--- config.mk ---
export PLATFORM = sky130hd
export DESIGN_NAME = c_escape_expander
export DESIGN_NICKNAME = d
export VERILOG_FILES = /design/src/rtl/cee_pkg.sv /design/src/rtl/cee_ram.sv /design/src/rtl/cee_ctrl.sv /design/src/rtl/cee_dp.sv /design/src/rtl/c_escape_expander.sv
export SDC_FILE = /design/constraint.sdc
export NUM_CORES = 1
export LEC_CHECK = 0
export CAP_MARGIN = 20
export CORE_MARGIN = 2
export CORE_UTILIZATION = 45
export CTS_BUF_LIST = sky130_fd_sc_hd__clkbuf_8 sky130_fd_sc_hd__clkbuf_16
export DETAILED_ROUTE_END_ITERATION = 8
export DONT_BUFFER_PORTS = 1
export SLEW_MARGIN = 30
export SYNTH_ARGS = -nofsm -noshare
export SYNTH_HDL_FRONTEND = slang
export SYNTH_SLANG_ARGS = --single-unit
export TNS_END_PERCENT = 30
--- constraint.sdc ---
create_clock -name i_clk -period 11 [get_ports i_clk]
set_input_delay 0.55 -clock i_clk [delete_from_list [all_inputs] [get_ports i_clk]]
set_output_delay 0.55 -clock i_clk [all_outputs]
set_load 0.1 [all_outputs]
--- src/rtl/cee_pkg.sv ---
`timescale 1ns / 1ps
// ----------------------------------------------------------------------------
// cee_pkg - shared types and constants of the escape expander
// Register indexes, reset values, status codes, parse modes and the command
// and status bundles between controller and datapath.
// ----------------------------------------------------------------------------
package cee_pkg;

    localparam int DEF_BRACE_DEPTH = 16;

    // configuration register indexes
    localparam logic [1:0] CFG_ESCAPE_CHAR     = 2'd0;
    localparam logic [1:0] CFG_SUBSTITUTE_CHAR = 2'd1;
    localparam logic [1:0] CFG_DEST_CAPACITY   = 2'd2;

    localparam logic [7:0]  ESCAPE_CHAR_RST     = 8'd92;
    localparam logic [7:0]  SUBSTITUTE_CHAR_RST = 8'd191;
    localparam logic [15:0] DEST_CAPACITY_RST   = 16'hFFFF;

    typedef enum logic [1:0] {
        STS_OK          = 2'd0,
        STS_FULL        = 2'd1,
        STS_BAD_DIGITS  = 2'd2,
        STS_UNSUPPORTED = 2'd3
    } t_sts;

    typedef enum logic [2:0] {
        M_NORMAL,
        M_ESC,
        M_OCT,
        M_OWAIT,
        M_XRUN,
        M_BOCT,
        M_BHEX
    } t_mode;

    typedef enum logic [2:0] {
        S_IDLE,
        S_PLAIN,
        S_FIN,
        S_SUB,
        S_BUF,
        S_BYTE,
        S_DRAIN
    } t_state;

    typedef enum logic [2:0] {
        OP_NONE,
        OP_HANDLE,
        OP_PLAIN,
        OP_FIN,
        OP_SUB,
        OP_BUF,
        OP_BYTE,
        OP_DRAIN
    } t_op;

    typedef struct packed {
        t_op  op;
        logic fill_clr;
    } t_cmd;

    typedef struct packed {
        logic step_ok;
        logic drain_ok;
        logic h_plain;
        logic h_overrun;
        logic in_end;
        logic fin_put;
        logic fin_brace;
        logic fill_zero;
        logic buf_last;
    } t_stat;

    typedef struct packed {
        logic [7:0]  data;
        logic        bv;
        t_sts        sts;
        logic [15:0] cnt;
    } t_res;

endpackage

--- src/rtl/cee_ram.sv ---
`timescale 1ns / 1ps
// ----------------------------------------------------------------------------
// cee_ram - generic single-port-write, single-port-read RAM
// One write and one registered read per cycle.
// ----------------------------------------------------------------------------
module cee_ram #(
    parameter int WIDTH = 8,
    parameter int DEPTH = 16,
    localparam int AW = $clog2(DEPTH)
) (
    input  logic             i_clk,
    input  logic             i_we,
    input  logic [AW-1:0]    i_waddr,
    input  logic [WIDTH-1:0] i_wdata,
    input  logic             i_re,
    input  logic [AW-1:0]    i_raddr,
    output logic [WIDTH-1:0] o_rdata
);

    logic [WIDTH-1:0] r_mem [DEPTH];
    logic [WIDTH-1:0] r_rdata;

    always_ff @(posedge i_clk) begin
        if (i_we) begin
            r_mem[i_waddr] <= i_wdata;
        end
        if (i_re) begin
            r_rdata <= r_mem[i_raddr];
        end
    end

    assign o_rdata = r_rdata;

endmodule

--- src/rtl/cee_ctrl.sv ---
`timescale 1ns / 1ps
// ----------------------------------------------------------------------------
// cee_ctrl - sequencer of the escape expander
// Walks each accepted beat through handle, follow-up put, end-of-string
// finish, brace flush and result hand-off.
// ----------------------------------------------------------------------------
module cee_ctrl import cee_pkg::*; (
    input  logic  i_clk,
    input  logic  i_rst_n,
    input  logic  i_in_valid,
    output logic  o_in_stall,
    input  t_stat i_stat,
    output t_cmd  o_cmd
);

    t_state r_state, n_state;
    logic   r_flush_byte, n_flush_byte;

    always_ff @(posedge i_clk) begin
        if (!i_rst_n) begin
            r_state      <= S_IDLE;
            r_flush_byte <= 1'b0;
        end else begin
            r_state      <= n_state;
            r_flush_byte <= n_flush_byte;
        end
    end

    always_comb begin
        n_state        = r_state;
        n_flush_byte   = r_flush_byte;
        o_cmd.op       = OP_NONE;
        o_cmd.fill_clr = 1'b0;
        o_in_stall     = (r_state != S_IDLE);
        unique case (r_state)
            S_IDLE: begin
                if (i_in_valid) begin
                    o_cmd.op     = OP_HANDLE;
                    n_flush_byte = i_stat.h_overrun;
                    priority if (i_stat.h_plain) begin
                        n_state = S_PLAIN;
                    end else if (i_stat.h_overrun) begin
                        n_state = S_SUB;
                    end else if (i_stat.in_end) begin
                        n_state = S_FIN;
                    end else begin
                        n_state = S_DRAIN;
                    end
                end
            end
            S_PLAIN: begin
                if (i_stat.step_ok) begin
                    o_cmd.op = OP_PLAIN;
                    n_state  = S_DRAIN;
                end
            end
            S_FIN: begin
                priority if (i_stat.fin_brace) begin
                    n_state = S_SUB;
                end else if (i_stat.fin_put) begin
                    if (i_stat.step_ok) begin
                        o_cmd.op = OP_FIN;
                        n_state  = S_DRAIN;
                    end
                end else begin
                    n_state = S_DRAIN;
                end
            end
            S_SUB: begin
                if (i_stat.step_ok) begin
                    o_cmd.op = OP_SUB;
                    if (i_stat.fill_zero) begin
                        o_cmd.fill_clr = 1'b1;
                        n_state        = r_flush_byte ? S_BYTE : S_DRAIN;
                    end else begin
                        n_state = S_BUF;
                    end
                end
            end
            S_BUF: begin
                if (i_stat.step_ok) begin
                    o_cmd.op = OP_BUF;
                    if (i_stat.buf_last) begin
                        o_cmd.fill_clr = 1'b1;
                        n_state        = r_flush_byte ? S_BYTE : S_DRAIN;
                    end
                end
            end
            S_BYTE: begin
                if (i_stat.step_ok) begin
                    o_cmd.op = OP_BYTE;
                    n_state  = S_DRAIN;
                end
            end
            S_DRAIN: begin
                if (i_stat.drain_ok) begin
                    o_cmd.op = OP_DRAIN;
                    n_state  = S_IDLE;
                end
            end
            default: begin
                n_state = S_IDLE;
            end
        endcase
    end

endmodule

--- src/rtl/cee_dp.sv ---
`timescale 1ns / 1ps
// ----------------------------------------------------------------------------
// cee_dp - datapath of the escape expander
// Config registers, parse state, brace buffer, put/fail logic, one-deep
// hold stage and the output register.
// ----------------------------------------------------------------------------
module cee_dp import cee_pkg::*; #(
    parameter int BRACE_DEPTH = DEF_BRACE_DEPTH
) (
    input  logic        i_clk,
    input  logic        i_rst_n,
    input  logic        i_cfg_we,
    input  logic [1:0]  i_cfg_idx,
    input  logic [15:0] i_cfg_data,
    input  logic [7:0]  i_in_byte,
    input  logic        i_in_last,
    input  t_cmd        i_cmd,
    output t_stat       o_stat,
    input  logic        i_out_stall,
    output logic        o_out_valid,
    output logic [7:0]  o_out_byte,
    output logic        o_byte_valid,
    output logic        o_end_of_string,
    output logic [1:0]  o_status,
    output logic [15:0] o_byte_count
);

    localparam int AW = $clog2(BRACE_DEPTH);
    localparam int FW = $clog2(BRACE_DEPTH + 1);

    localparam logic [7:0] CH_NUL    = 8'h00;
    localparam logic [7:0] CH_LBRACE = 8'h7B;
    localparam logic [7:0] CH_RBRACE = 8'h7D;
    localparam logic [7:0] CH_O      = 8'h6F;
    localparam logic [7:0] CH_X      = 8'h78;
    localparam logic [7:0] CH_U_LC   = 8'h75;
    localparam logic [7:0] CH_U_UC   = 8'h55;
    localparam logic [7:0] CH_N_UC   = 8'h4E;

    function automatic logic is_oct(input logic [7:0] c);
        return (c >= 8'h30) && (c <= 8'h37);
    endfunction

    function automatic logic is_hex(input logic [7:0] c);
        return ((c >= 8'h30) && (c <= 8'h39)) || ((c >= 8'h61) && (c <= 8'h66)) ||
               ((c >= 8'h41) && (c <= 8'h46));
    endfunction

    function automatic logic [3:0] hex_val(input logic [7:0] c);
        if (c <= 8'h39) begin
            return c[3:0];
        end
        return c[3:0] + 4'd9;
    endfunction

    // {hit, value} for the fixed letter escapes
    function automatic logic [8:0] letter_code(input logic [7:0] c);
        unique case (c)
            8'h61:   return {1'b1, 8'd7};
            8'h62:   return {1'b1, 8'd8};
            8'h66:   return {1'b1, 8'd12};
            8'h6E:   return {1'b1, 8'd10};
            8'h72:   return {1'b1, 8'd13};
            8'h74:   return {1'b1, 8'd9};
            8'h76:   return {1'b1, 8'd11};
            8'h65:   return {1'b1, 8'd27};
            8'h27, 8'h22, 8'h5C, 8'h3F: return {1'b1, c};
            default: return {1'b0, 8'h00};
        endcase
    endfunction

    // config
    logic [7:0]  r_esc, r_sub;
    logic [15:0] r_cap;

    // parse state
    t_mode       r_mode, n_mode;
    logic [7:0]  r_acc, n_acc;
    logic        r_seen, n_seen;
    logic [FW-1:0] r_fill, n_fill;
    logic        r_bok, n_bok;
    logic [7:0]  r_bval, n_bval;
    logic [15:0] r_count, n_count;
    t_sts        r_err, n_err;
    logic [7:0]  r_byte, n_byte;
    logic        r_end, n_end;
    logic        r_any, n_any;
    logic [FW-1:0] r_idx, n_idx;

    // hold stage and output register
    logic        r_hold_v, n_hold_v;
    t_res        r_hold, n_hold;
    logic        r_out_v, n_out_v;
    t_res        r_out, n_out;
    logic        r_out_eos, n_out_eos;

    // put / fail request
    logic        p_put, p_fail;
    logic [7:0]  p_val;
    t_sts        p_code;
    t_res        res;

    // brace RAM
    logic          ram_we, ram_re;
    logic [AW-1:0] ram_waddr, ram_raddr;
    logic [7:0]    ram_wdata, ram_rdata;

    logic          in_end, out_free, b_oct, b_hex, dig_ok, h_plain, h_overrun;
    logic [3:0]    hv;
    logic [8:0]    lc;
    logic [7:0]    bbase;
    logic [FW-1:0] idx_inc;

    cee_ram #(
        .WIDTH (8),
        .DEPTH (BRACE_DEPTH)
    ) u_brace_ram (
        .i_clk   (i_clk),
        .i_we    (ram_we),
        .i_waddr (ram_waddr),
        .i_wdata (ram_wdata),
        .i_re    (ram_re),
        .i_raddr (ram_raddr),
        .o_rdata (ram_rdata)
    );

    assign in_end   = (i_in_byte == CH_NUL) || i_in_last;
    assign out_free = !r_out_v || !i_out_stall;
    assign b_oct    = is_oct(i_in_byte);
    assign b_hex    = is_hex(i_in_byte);
    assign hv       = hex_val(i_in_byte);
    assign lc       = letter_code(i_in_byte);
    assign dig_ok   = (r_mode == M_BHEX) ? b_hex : b_oct;
    assign bbase    = (r_fill == '0) ? 8'h00 : r_bval;
    assign idx_inc  = r_idx + FW'(1);

    always_comb begin
        n_mode    = r_mode;
        n_acc     = r_acc;
        n_seen    = r_seen;
        n_fill    = r_fill;
        n_bok     = r_bok;
        n_bval    = r_bval;
        n_count   = r_count;
        n_err     = r_err;
        n_byte    = r_byte;
        n_end     = r_end;
        n_any     = r_any;
        n_idx     = r_idx;
        n_hold_v  = r_hold_v;
        n_hold    = r_hold;
        n_out_v   = r_out_v;
        n_out     = r_out;
        n_out_eos = r_out_eos;
        p_put     = 1'b0;
        p_fail    = 1'b0;
        p_val     = 8'h00;
        p_code    = STS_OK;
        res       = r_hold;
        ram_we    = 1'b0;
        ram_waddr = r_fill[AW-1:0];
        ram_wdata = i_in_byte;
        ram_re    = 1'b0;
        ram_raddr = '0;
        h_plain   = 1'b0;
        h_overrun = 1'b0;

        if (r_out_v && !i_out_stall) begin
            n_out_v = 1'b0;
        end

        unique case (i_cmd.op)
            OP_HANDLE: begin
                n_byte = i_in_byte;
                n_end  = in_end;
                n_any  = 1'b0;
                if ((r_err == STS_OK) && (i_in_byte != CH_NUL)) begin
                    unique case (r_mode)
                        M_ESC: begin
                            n_mode = M_NORMAL;
                            priority if (lc[8]) begin
                                p_put = 1'b1;
                                p_val = lc[7:0];
                            end else if (i_in_byte == CH_O) begin
                                n_mode = M_OWAIT;
                            end else if (i_in_byte == CH_X) begin
                                n_mode = M_XRUN;
                                n_seen = 1'b0;
                                n_acc  = 8'h00;
                            end else if ((i_in_byte == CH_U_LC) || (i_in_byte == CH_U_UC) ||
                                         (i_in_byte == CH_N_UC)) begin
                                p_fail = 1'b1;
                                p_code = STS_UNSUPPORTED;
                            end else if (b_oct) begin
                                n_mode = M_OCT;
                                n_acc  = {5'b0, i_in_byte[2:0]};
                            end else if (i_in_byte == r_esc) begin
                                p_put = 1'b1;
                                p_val = i_in_byte;
                            end else begin
                                p_put = 1'b1;
                                p_val = r_sub;
                            end
                        end
                        M_OCT: begin
                            if (b_oct) begin
                                n_acc = {r_acc[4:0], i_in_byte[2:0]};
                            end else begin
                                p_put   = 1'b1;
                                p_val   = r_acc;
                                h_plain = 1'b1;
                            end
                        end
                        M_OWAIT: begin
                            if (i_in_byte == CH_LBRACE) begin
                                n_mode = M_BOCT;
                                n_fill = '0;
                            end else begin
                                p_put   = 1'b1;
                                p_val   = r_sub;
                                h_plain = 1'b1;
                            end
                        end
                        M_XRUN: begin
                            priority if (b_hex) begin
                                n_acc  = {r_acc[3:0], hv};
                                n_seen = 1'b1;
                            end else if ((i_in_byte == CH_LBRACE) && !r_seen) begin
                                n_mode = M_BHEX;
                                n_fill = '0;
                            end else begin
                                p_put   = 1'b1;
                                p_val   = r_seen ? r_acc : r_sub;
                                h_plain = 1'b1;
                            end
                        end
                        M_BOCT, M_BHEX: begin
                            priority if (i_in_byte == CH_RBRACE) begin
                                n_mode = M_NORMAL;
                                n_fill = '0;
                                if ((r_fill == '0) || !r_bok) begin
                                    p_fail = 1'b1;
                                    p_code = STS_BAD_DIGITS;
                                end else begin
                                    p_put = 1'b1;
                                    p_val = r_bval;
                                end
                            end else if (r_fill < FW'(BRACE_DEPTH)) begin
                                // value and digit check run as bytes arrive
                                ram_we = 1'b1;
                                n_fill = r_fill + FW'(1);
                                n_bok  = dig_ok && ((r_fill == '0) || r_bok);
                                n_bval = (r_mode == M_BHEX) ? {bbase[3:0], hv} :
                                                              {bbase[4:0], i_in_byte[2:0]};
                            end else begin
                                n_mode    = M_NORMAL;
                                h_overrun = 1'b1;
                            end
                        end
                        default: begin
                            n_mode = (i_in_byte == r_esc) ? M_ESC : M_NORMAL;
                            p_put  = (i_in_byte != r_esc);
                            p_val  = i_in_byte;
                        end
                    endcase
                end
            end
            OP_PLAIN: begin
                n_mode = (r_byte == r_esc) ? M_ESC : M_NORMAL;
                p_put  = (r_byte != r_esc);
                p_val  = r_byte;
            end
            OP_FIN: begin
                unique case (r_mode)
                    M_OCT: begin
                        p_put = 1'b1;
                        p_val = r_acc;
                    end
                    M_OWAIT: begin
                        p_put = 1'b1;
                        p_val = r_sub;
                    end
                    M_XRUN: begin
                        p_put = 1'b1;
                        p_val = r_seen ? r_acc : r_sub;
                    end
                    default: begin
                        p_put = 1'b0;
                    end
                endcase
            end
            OP_SUB: begin
                p_put     = 1'b1;
                p_val     = r_sub;
                n_idx     = '0;
                ram_re    = 1'b1;
                ram_raddr = '0;
            end
            OP_BUF: begin
                p_put     = 1'b1;
                p_val     = ram_rdata;
                n_idx     = idx_inc;
                ram_re    = 1'b1;
                ram_raddr = idx_inc[AW-1:0];
            end
            OP_BYTE: begin
                p_put = 1'b1;
                p_val = r_byte;
            end
            OP_DRAIN: begin
                if (r_hold_v) begin
                    n_out_v   = 1'b1;
                    n_out     = r_hold;
                    n_out_eos = r_end;
                    n_hold_v  = 1'b0;
                end else if (r_end && !r_any) begin
                    n_out_v   = 1'b1;
                    n_out     = '{data: 8'h00, bv: 1'b0, sts: r_err, cnt: r_count};
                    n_out_eos = 1'b1;
                end
                if (r_end) begin
                    n_mode  = M_NORMAL;
                    n_acc   = 8'h00;
                    n_seen  = 1'b0;
                    n_fill  = '0;
                    n_count = '0;
                    n_err   = STS_OK;
                end
            end
            default: begin
                n_any = r_any;
            end
        endcase

        if (i_cmd.fill_clr) begin
            n_fill = '0;
        end

        // put / fail: nothing once an error is latched
        if ((r_err == STS_OK) && (p_put || p_fail)) begin
            if (p_fail) begin
                n_err = p_code;
                res   = '{data: 8'h00, bv: 1'b0, sts: p_code, cnt: r_count};
            end else if (r_count >= r_cap) begin
                n_err = STS_FULL;
                res   = '{data: 8'h00, bv: 1'b0, sts: STS_FULL, cnt: r_count};
            end else begin
                n_count = r_count + 16'd1;
                res     = '{data: p_val, bv: 1'b1, sts: STS_OK, cnt: r_count + 16'd1};
            end
            if (r_hold_v) begin
                n_out_v   = 1'b1;
                n_out     = r_hold;
                n_out_eos = 1'b0;
            end
            n_hold_v = 1'b1;
            n_hold   = res;
            n_any    = 1'b1;
        end
    end

    always_ff @(posedge i_clk) begin
        if (!i_rst_n) begin
            r_esc <= ESCAPE_CHAR_RST;
            r_sub <= SUBSTITUTE_CHAR_RST;
            r_cap <= DEST_CAPACITY_RST;
        end else if (i_cfg_we) begin
            unique case (i_cfg_idx)
                CFG_ESCAPE_CHAR:     r_esc <= i_cfg_data[7:0];
                CFG_SUBSTITUTE_CHAR: r_sub <= i_cfg_data[7:0];
                CFG_DEST_CAPACITY:   r_cap <= i_cfg_data;
                default: begin
                    r_cap <= r_cap;
                end
            endcase
        end
    end

    always_ff @(posedge i_clk) begin
        if (!i_rst_n) begin
            r_mode   <= M_NORMAL;
            r_acc    <= 8'h00;
            r_seen   <= 1'b0;
            r_fill   <= '0;
            r_count  <= '0;
            r_err    <= STS_OK;
            r_end    <= 1'b0;
            r_any    <= 1'b0;
            r_hold_v <= 1'b0;
            r_out_v  <= 1'b0;
        end else begin
            r_mode   <= n_mode;
            r_acc    <= n_acc;
            r_seen   <= n_seen;
            r_fill   <= n_fill;
            r_count  <= n_count;
            r_err    <= n_err;
            r_end    <= n_end;
            r_any    <= n_any;
            r_hold_v <= n_hold_v;
            r_out_v  <= n_out_v;
        end
    end

    always_ff @(posedge i_clk) begin
        r_bok     <= n_bok;
        r_bval    <= n_bval;
        r_byte    <= n_byte;
        r_idx     <= n_idx;
        r_hold    <= n_hold;
        r_out     <= n_out;
        r_out_eos <= n_out_eos;
    end

    assign o_stat.step_ok   = !r_hold_v || out_free;
    assign o_stat.drain_ok  = out_free || !(r_hold_v || (r_end && !r_any));
    assign o_stat.h_plain   = h_plain;
    assign o_stat.h_overrun = h_overrun;
    assign o_stat.in_end    = in_end;
    assign o_stat.fin_put   = (r_mode == M_OCT) || (r_mode == M_OWAIT) || (r_mode == M_XRUN);
    assign o_stat.fin_brace = (r_mode == M_BOCT) || (r_mode == M_BHEX);
    assign o_stat.fill_zero = (r_fill == '0);
    assign o_stat.buf_last  = (idx_inc == r_fill);

    assign o_out_valid     = r_out_v;
    assign o_out_byte      = r_out.data;
    assign o_byte_valid    = r_out.bv;
    assign o_end_of_string = r_out_eos;
    assign o_status        = r_out.sts;
    assign o_byte_count    = r_out.cnt;

endmodule

--- src/rtl/c_escape_expander.sv ---
`timescale 1ns / 1ps
// ----------------------------------------------------------------------------
// c_escape_expander - C string escape expander
// Copies a byte stream and replaces escape sequences by the bytes they name.
// ----------------------------------------------------------------------------
// Bytes of a string come in one beat at a time; a zero byte or a beat with
// i_in_last set ends the string. Escapes (backslash by default) cover the
// letter escapes a b f n r t v e, quote, double quote, backslash, question
// mark, octal and hex runs, and braced o{..} / x{..} forms; a numeric value
// keeps its low byte. Unknown letters yield the substitute byte; u, U and N
// give status 3, bad brace contents status 2, and going past dest_capacity
// status 1. The first error of a string gives one beat with o_byte_valid low
// and further bytes of that string give nothing. Every result beat carries
// the string's running byte count; o_end_of_string marks the last beat of a
// string, and a string end that produces nothing still gives one such beat.
// An ordinary byte is decoded on accept, then handed to the output register;
// a byte that closes a digit run and must itself be copied gets a copy step;
// a string end adds a finish step. Brace contents sit in a RAM of BRACE_DEPTH
// bytes with one write and one read port, needing no clearing after reset;
// flushing an unclosed or overrun brace puts out the substitute byte, then
// each buffered byte, paced by the RAM read port. A full output register
// holds the sequencer while it waits, but the next input beat is taken while
// the last result of the previous one still waits at the output. Configuration
// is to be written by the user only while idle; the block does not enforce it.
// ----------------------------------------------------------------------------
module c_escape_expander import cee_pkg::*; #(
    parameter int BRACE_DEPTH = DEF_BRACE_DEPTH
) (
    input  logic        i_clk,
    input  logic        i_rst_n,
    // configuration write port
    input  logic        i_cfg_we,
    input  logic [1:0]  i_cfg_idx,
    input  logic [15:0] i_cfg_data,
    // input channel
    input  logic        i_in_valid,
    output logic        o_in_stall,
    input  logic [7:0]  i_in_byte,
    input  logic        i_in_last,
    // output channel
    output logic        o_out_valid,
    input  logic        i_out_stall,
    output logic [7:0]  o_out_byte,
    output logic        o_byte_valid,
    output logic        o_end_of_string,
    output logic [1:0]  o_status,
    output logic [15:0] o_byte_count
);

    t_cmd  cmd;
    t_stat stat;

    // sequencer: one step per cycle, stepping only when the hold stage
    // can move on
    cee_ctrl u_ctrl (
        .i_clk      (i_clk),
        .i_rst_n    (i_rst_n),
        .i_in_valid (i_in_valid),
        .o_in_stall (o_in_stall),
        .i_stat     (stat),
        .o_cmd      (cmd)
    );

    // datapath: parse state, brace RAM, put logic, hold and output stages
    cee_dp #(
        .BRACE_DEPTH (BRACE_DEPTH)
    ) u_dp (
        .i_clk           (i_clk),
        .i_rst_n         (i_rst_n),
        .i_cfg_we        (i_cfg_we),
        .i_cfg_idx       (i_cfg_idx),
        .i_cfg_data      (i_cfg_data),
        .i_in_byte       (i_in_byte),
        .i_in_last       (i_in_last),
        .i_cmd           (cmd),
        .o_stat          (stat),
        .i_out_stall     (i_out_stall),
        .o_out_valid     (o_out_valid),
        .o_out_byte      (o_out_byte),
        .o_byte_valid    (o_byte_valid),
        .o_end_of_string (o_end_of_string),
        .o_status        (o_status),
        .o_byte_count    (o_byte_count)
    );

endmodule

* Word-level counts from Yosys, hierarchy flattened
Memories as Yosys holds them, arrays and structs flattened. A register that Yosys moved wholly into a read port is not among the register bits.
Index checks and enable logic that the tools add are counted.
** Word-level totals
- Bits in registers :: 152
- Memory bits (writable) :: 128
- Memories :: 1
** Operators by class
- $add $sub $neg :: 4
- $lt $le $gt $ge :: 9
- Equal/unequal tests :: 68
- Muxes and demuxes :: 177
- Bitwise operators :: 2
- Reduce and logical (&&, ||, !) cells :: 63
** Memory list
- u_dp.u_brace_ram.r_mem :: words 16, bits a word 8, read ports 1, clocked after Yosys merged registers in 1, wr ports 1, line cee_ram.sv:20 : logic [WIDTH-1:0] r_mem [DEPTH];
** Operators by type and width (count)
- two-way mux 8 bit :: 24
- two-way mux 27 bit :: 5
- == test 8 x 7 -> 1 bit, second input constant :: 16
- two-way mux 3 bit :: 27
- case mux 9 bit (9 select lines) :: 1
- two-way mux 16 bit :: 5
- case mux 8 bit (5 select lines) :: 2
- two-way mux 1 bit :: 63
- case mux 8 bit (3 select lines) :: 2
- two-way mux 5 bit :: 8
- two-way mux 2 bit :: 17
- == test 3 bit, second input constant :: 10
- == test 8 x 6 -> 1 bit, second input constant :: 3
- AND reduction 8 bit :: 3
- case mux 3 bit (7 select lines) :: 1
- two-way mux 4 bit :: 5
- case mux 5 bit (2 select lines) :: 2
- two-way mux 19 bit :: 1
- == test 3 x 2 -> 1 bit, second input constant :: 6
- two-way mux 18 bit :: 1
- inequality test 3 x 2 -> 1 bit, second input constant :: 6
- case mux 3 bit (6 select lines) :: 1
- adder 16 x 1 -> 16 bit, second input constant :: 1
- == test 8 bit :: 2
- other kinds (45) :: 111

* Depth between registers and ports, before layout
- Depth after elaboration :: 13
- Gate-level depth with buffers :: 13
- Mapped depth without buffers :: 11

* Hierarchy
From an unflattened synthesis, not the netlist that was laid out.
** Second synthesis, totals
- Cell total of the unflattened synthesis :: 1294
- Area total of the unflattened synthesis :: 14571.5 µm²
** Modules (own cells, without submodules)
- cee_dp :: instances 1, cells each 1004, area each 8891.0 µm², sequential area each 3453.3 µm²
- cee_ram :: instances 1, cells each 229, area each 5227.5 µm², sequential area each 4083.9 µm²
- cee_ctrl :: instances 1, cells each 61, area each 452.9 µm², sequential area each 80.1 µm²

* Worst setup path after synthesis
OpenSTA, ideal clock, no wires.
- Path type :: input-to-reg
- Start :: input port i_in_byte[1]
- End :: memory u_dp.u_brace_ram.r_mem[0][0], enable pin
- Library setup time :: 383 ps
- Arrival :: 3498 ps
- Slack :: 7119 ps
- Cell stages on the path :: 9
- Cells stage by stage :: clkbuf_1 inv_1 ha_1 and2_1 nand3_1 nand2b_1 nor3_1 nand2_1 nor3_1
** On the way
- Cells in the longest elaborated chain, start to end :: 7
- Elaborated cells between the ends (all ways) :: 9
- Those cells by class :: 1 x eq/ne; 6 x mux; 2 x reduce/logical
** RTL lines
- start, declared :: line c_escape_expander.sv:38 : input logic [7:0] i_in_byte,
- == test 8 x 7 -> 1 bit :: line cee_dp.sv:238 : priority if (i_in_byte == CH_RBRACE) begin
- two-way mux 1 bit :: line cee_dp.sv:238
- two-way mux 1 bit :: line cee_dp.sv:178 : unique case (r_mode)
- two-way mux 1 bit (*) :: line cee_dp.sv:177 : if ((r_err == STS_OK) && (i_in_byte != CH_NUL)) begin
- two-way mux 1 bit (*) :: line cee_dp.sv:172 : unique case (i_cmd.op)
- two-way mux 1 bit (*) :: line cee_ram.sv:24 : if (i_we) begin
- two-way mux 1 bit (not written as such) (*) :: line cee_ram.sv:25 : r_mem[i_waddr] <= i_wdata;
- end, declared :: line cee_ram.sv:20
Every way passes the cells marked *; elsewhere a longest branch is shown, timed or not.

* Final worst setup path
- Start :: register u_ctrl.r_state[1]
- End :: register u_dp.r_count[14]
** On the way
- Cells in the longest elaborated chain, start to end :: 8
- Elaborated cells between the ends (all ways) :: 24
- Those cells by class :: 13 x eq/ne; 7 x mux; 4 x reduce/logical
** RTL lines
- start, declared :: line cee_ctrl.sv:16 : t_state r_state, n_state;
- start signal, assigned :: line cee_ctrl.sv:24 : r_state <= n_state;
- == test 3 bit, or another cell as far along :: line cee_ctrl.sv:35 : unique case (r_state)
- case mux 3 bit (7 select lines) (*) :: line cee_ctrl.sv:35
- == test 3 bit :: line cee_dp.sv:172
- OR reduction 3 bit (no source line)
- case mux 1 bit (4 select lines) :: line cee_dp.sv:172
- logical OR 1 bit :: line cee_dp.sv:340 : if ((r_err == STS_OK) && (p_put || p_fail)) begin
- logical AND 1 bit :: line cee_dp.sv:340
- two-way mux 16 bit (*) :: line cee_dp.sv:340
- end signal, assigned :: line cee_dp.sv:396 : r_count <= n_count;
- end, declared :: line cee_dp.sv:83 : logic [15:0] r_count, n_count;
Marks and branches as above.
A chain may end at the register's enable or synchronous reset.

==> results.json <==
{
  "outcome": "completed",
  "yosysTopAreaCell": "edfxtp_1",
  "setup_viol_count_final": 0,
  "finalNetCount": 1310,
  "crit_fanout": 27,
  "globalplace.congestion": 0.9578,
  "synthArstFlopShare_pct": 0,
  "vias": 10312,
  "worst_pin_slew_ns": 1.020,
  "die_x_um": 182.0,
  "end_kind": "flop",
  "vdd_drop_max_mv": 0.1589,
  "vias_per_cell": 6.145,
  "syn-num-nets": 1342,
  "post-dp-hpwl_um": 25640,
  "drcViolationCount": 0,
  "h-tree-depth": 1,
  "rsz0062_at_grt": "no",
  "synth_top_area_share_pct": 38.94,
  "synth_area_sq_um": 14260,
  "worstPathArrival_ns": 4.74,
  "cts_setup_buffers": 0,
  "synth_ff_type": "edfxtp_1",
  "wl_per_cell_um": 22.27,
  "cts-root-buf": "clkbuf_16",
  "synth_commonest_cells": "185 x edfxtp_1, 134 x nand2_1, 103 x dfxtp_1",
  "netlist_instances": 1284,
  "synthTopCellsByArea": "edfxtp_1 39%, dfxtp_1 14%, mux4_2 3.8%",
  "cts_hold_buf": 0,
  "dr.first_iter.drc_count": 1318,
  "criticalPathCategory": "reg -> reg",
  "fin_tns_setup_ns": 0,
  "r2r_start": "u_ctrl.r_state[1]",
  "placed_area_sq_um": 14560,
  "avgSynthCellArea_sq_um": 11.11,
  "layout-drive-gt1-share_pct": 11.99,
  "synth-edff-count": 185,
  "numCtsBuffers": 30,
  "ys_ff_latch": 288,
  "antenna_left": 0,
  "synth_most_common_cell": "edfxtp_1",
  "antenna_cells": 0,
  "grt_usage_pct": 22.26,
  "reg2reg_depth": 11,
  "final.period_utilization_pct": 39.49,
  "antenna_found_initial": 0,
  "area_growth_syn_to_layout_pct": 9.824,
  "startpoint": "u_ctrl.r_state[1]",
  "clockBufferDepth": 3,
  "n_fill_cell": 2796,
  "hold_class": "in -> reg",
  "drv_cap": 0,
  "initial_core_util_pct": 45.44,
  "fin_skew_ns": 0.04437,
  "stdcell_area_sq_um": 15670,
  "grt_max_degree": 65,
  "p_leak_nw": 5.354,
  "grt_pass1_wl_um": 57770,
  "yosys_warnings": 0,
  "fmax_ghz": 0.2302,
  "clk_pin_slew_worst_paths_ns": 0.06,
  "first_global_vias": 9783,
  "min_from": "i_rst_n",
  "final-hold-violation-count": 0,
  "postCtsResizedCells": 0,
  "io_buffer_count": 0,
  "routed_wl_um": 37370,
  "yosysUniqueCellTypes": 92,
  "die_h_um": 182.0,
  "critPathRequiredTime_ns": 11.40,
  "worst_slack_ns": 6.656,
  "dieArea_sq_um": 33140,
  "maxSlewViolCount": 0,
  "tritoncts": "yes",
  "min_period_ns": 4.344,
  "firstDrtPassIters": 7,
  "dp_slack_ns": 6.781,
  "ys_seq_area_share_pct": 53.40,
  "worstHoldPathCells": 1,
  "cts_sinks": 288,
  "coreArea_sq_um": 31390,
  "row_count": 65,
  "grt_overflow_total": 0,
  "critPathLaunchType": "flop",
  "fin_hold_ws_ns": 0.04666,
  "num_io_pins": 62,
  "slew_headroom_pct": 31.88,
  "clkLatencyLatePin_ns": 0.59,
  "powerDensity_nw_per_um2": 231.2
}
power breakdown:
| part | total, mW | leakage (nW) | switching, mW | internal (mW) |
|---|---|---|---|---|
| registers | 1.79 | 2.54 | 0.469 | 1.32 |
| clock network | 1.07 | 0.556 | 0.430 | 0.641 |
| logic | 0.758 | 2.26 | 0.481 | 0.276 |
| total | 3.62 | 5.35 | 1.38 | 2.24 |
final cells by class:
type                            count  area, sq um  area share (%)
Tap cell                          402        503.0           3.211
Clock inverter                     13        120.1          0.7667
Multi-Input combinational cell    871         6183           39.47
Clock buffer                       43        974.7           6.222
Timing Repair Buffer               10        75.07          0.4792
Inverter                           51        191.4           1.222
Sequential cell                   288         7619           48.63
placed cells by master, fill, tap and decap left out, drive strengths merged, types with 26 or more instances in the layout:
cell    count
nand2     138
ha         26
a21oi      53
edfxtp    185
nor2       88
o21ai      66
o211ai     39
mux2i      28
dfxtp     103
clkbuf     43
xnor2      32
inv        55
nand3      56
routing by layer:
metal	global-route usage [%]	part of all wire (%)	wire length [um]
met1	30.50	44	16310
met2	36.08	47	17420
met3	3.590	6.1	2266
met4	7.645	3.7	1383
met5	0	0	0
logic make-up after synthesis:
family                     count (synthesis)  synth area share (%)
and+or+nand+nor                          428                 15.17
DFF                                      288                 53.40
buffers and inverters                    125                 3.728
AOI/OAI and AO/OA                        299                 15.26
muxes                                     72                 7.333
adders and majority gates                 26                 2.280
xor gates and xnor gates                  46                 2.824
flip-flops by register name, indices dropped and copies added (netlist names), 5 cells and up:
register	flops
u_dp.u_brace_ram.r_mem	128
u_dp.r_hold	27
u_dp.o_byte_count	16
u_dp.r_cap	16
u_dp.r_count	16
u_dp.o_out_byte	8
u_dp.r_acc	8
u_dp.r_bval	8
u_dp.r_byte	8
u_dp.r_esc	8
u_dp.r_sub	8
u_dp.u_brace_ram.o_rdata	8
u_dp.r_fill	5
u_dp.r_idx	5
worst paths after layout:
kind	endpoint	slack, ns
worst max-delay path	u_dp.r_count[14]	6.66
worst min register to register	u_dp.r_cap[13]	0.51
worst min-delay path	u_dp.r_esc[3]	0.05
worst max register to register	u_dp.r_count[14]	6.66
per-stage QoR:
stage | power, mW | util (%) | instances
floorplan | 2.372 | - | 1284
global placement | 2.558 | 46.24 | 1622
detailed placement | 2.570 | 46.37 | 1622
CTS | 3.643 | 49.85 | 1678
global route | 3.766 | 49.90 | 1678
finish | 3.622 | 49.90 | 1678
critical path: stages, from the launching register on:
cell,delay [ns]
dfxtp_1,0.45
nor3_4,0.29
nand2_2,0.16
inv_2,0.30
o211a_1,0.56
nand4_1,0.19
nor3_1,0.20
nor2_1,0.07
nand2_1,0.36
clkinv_1,0.81
nand3_1,0.60
o221ai_1,0.18
Note: power is estimated with default switching activity, not from simulation.
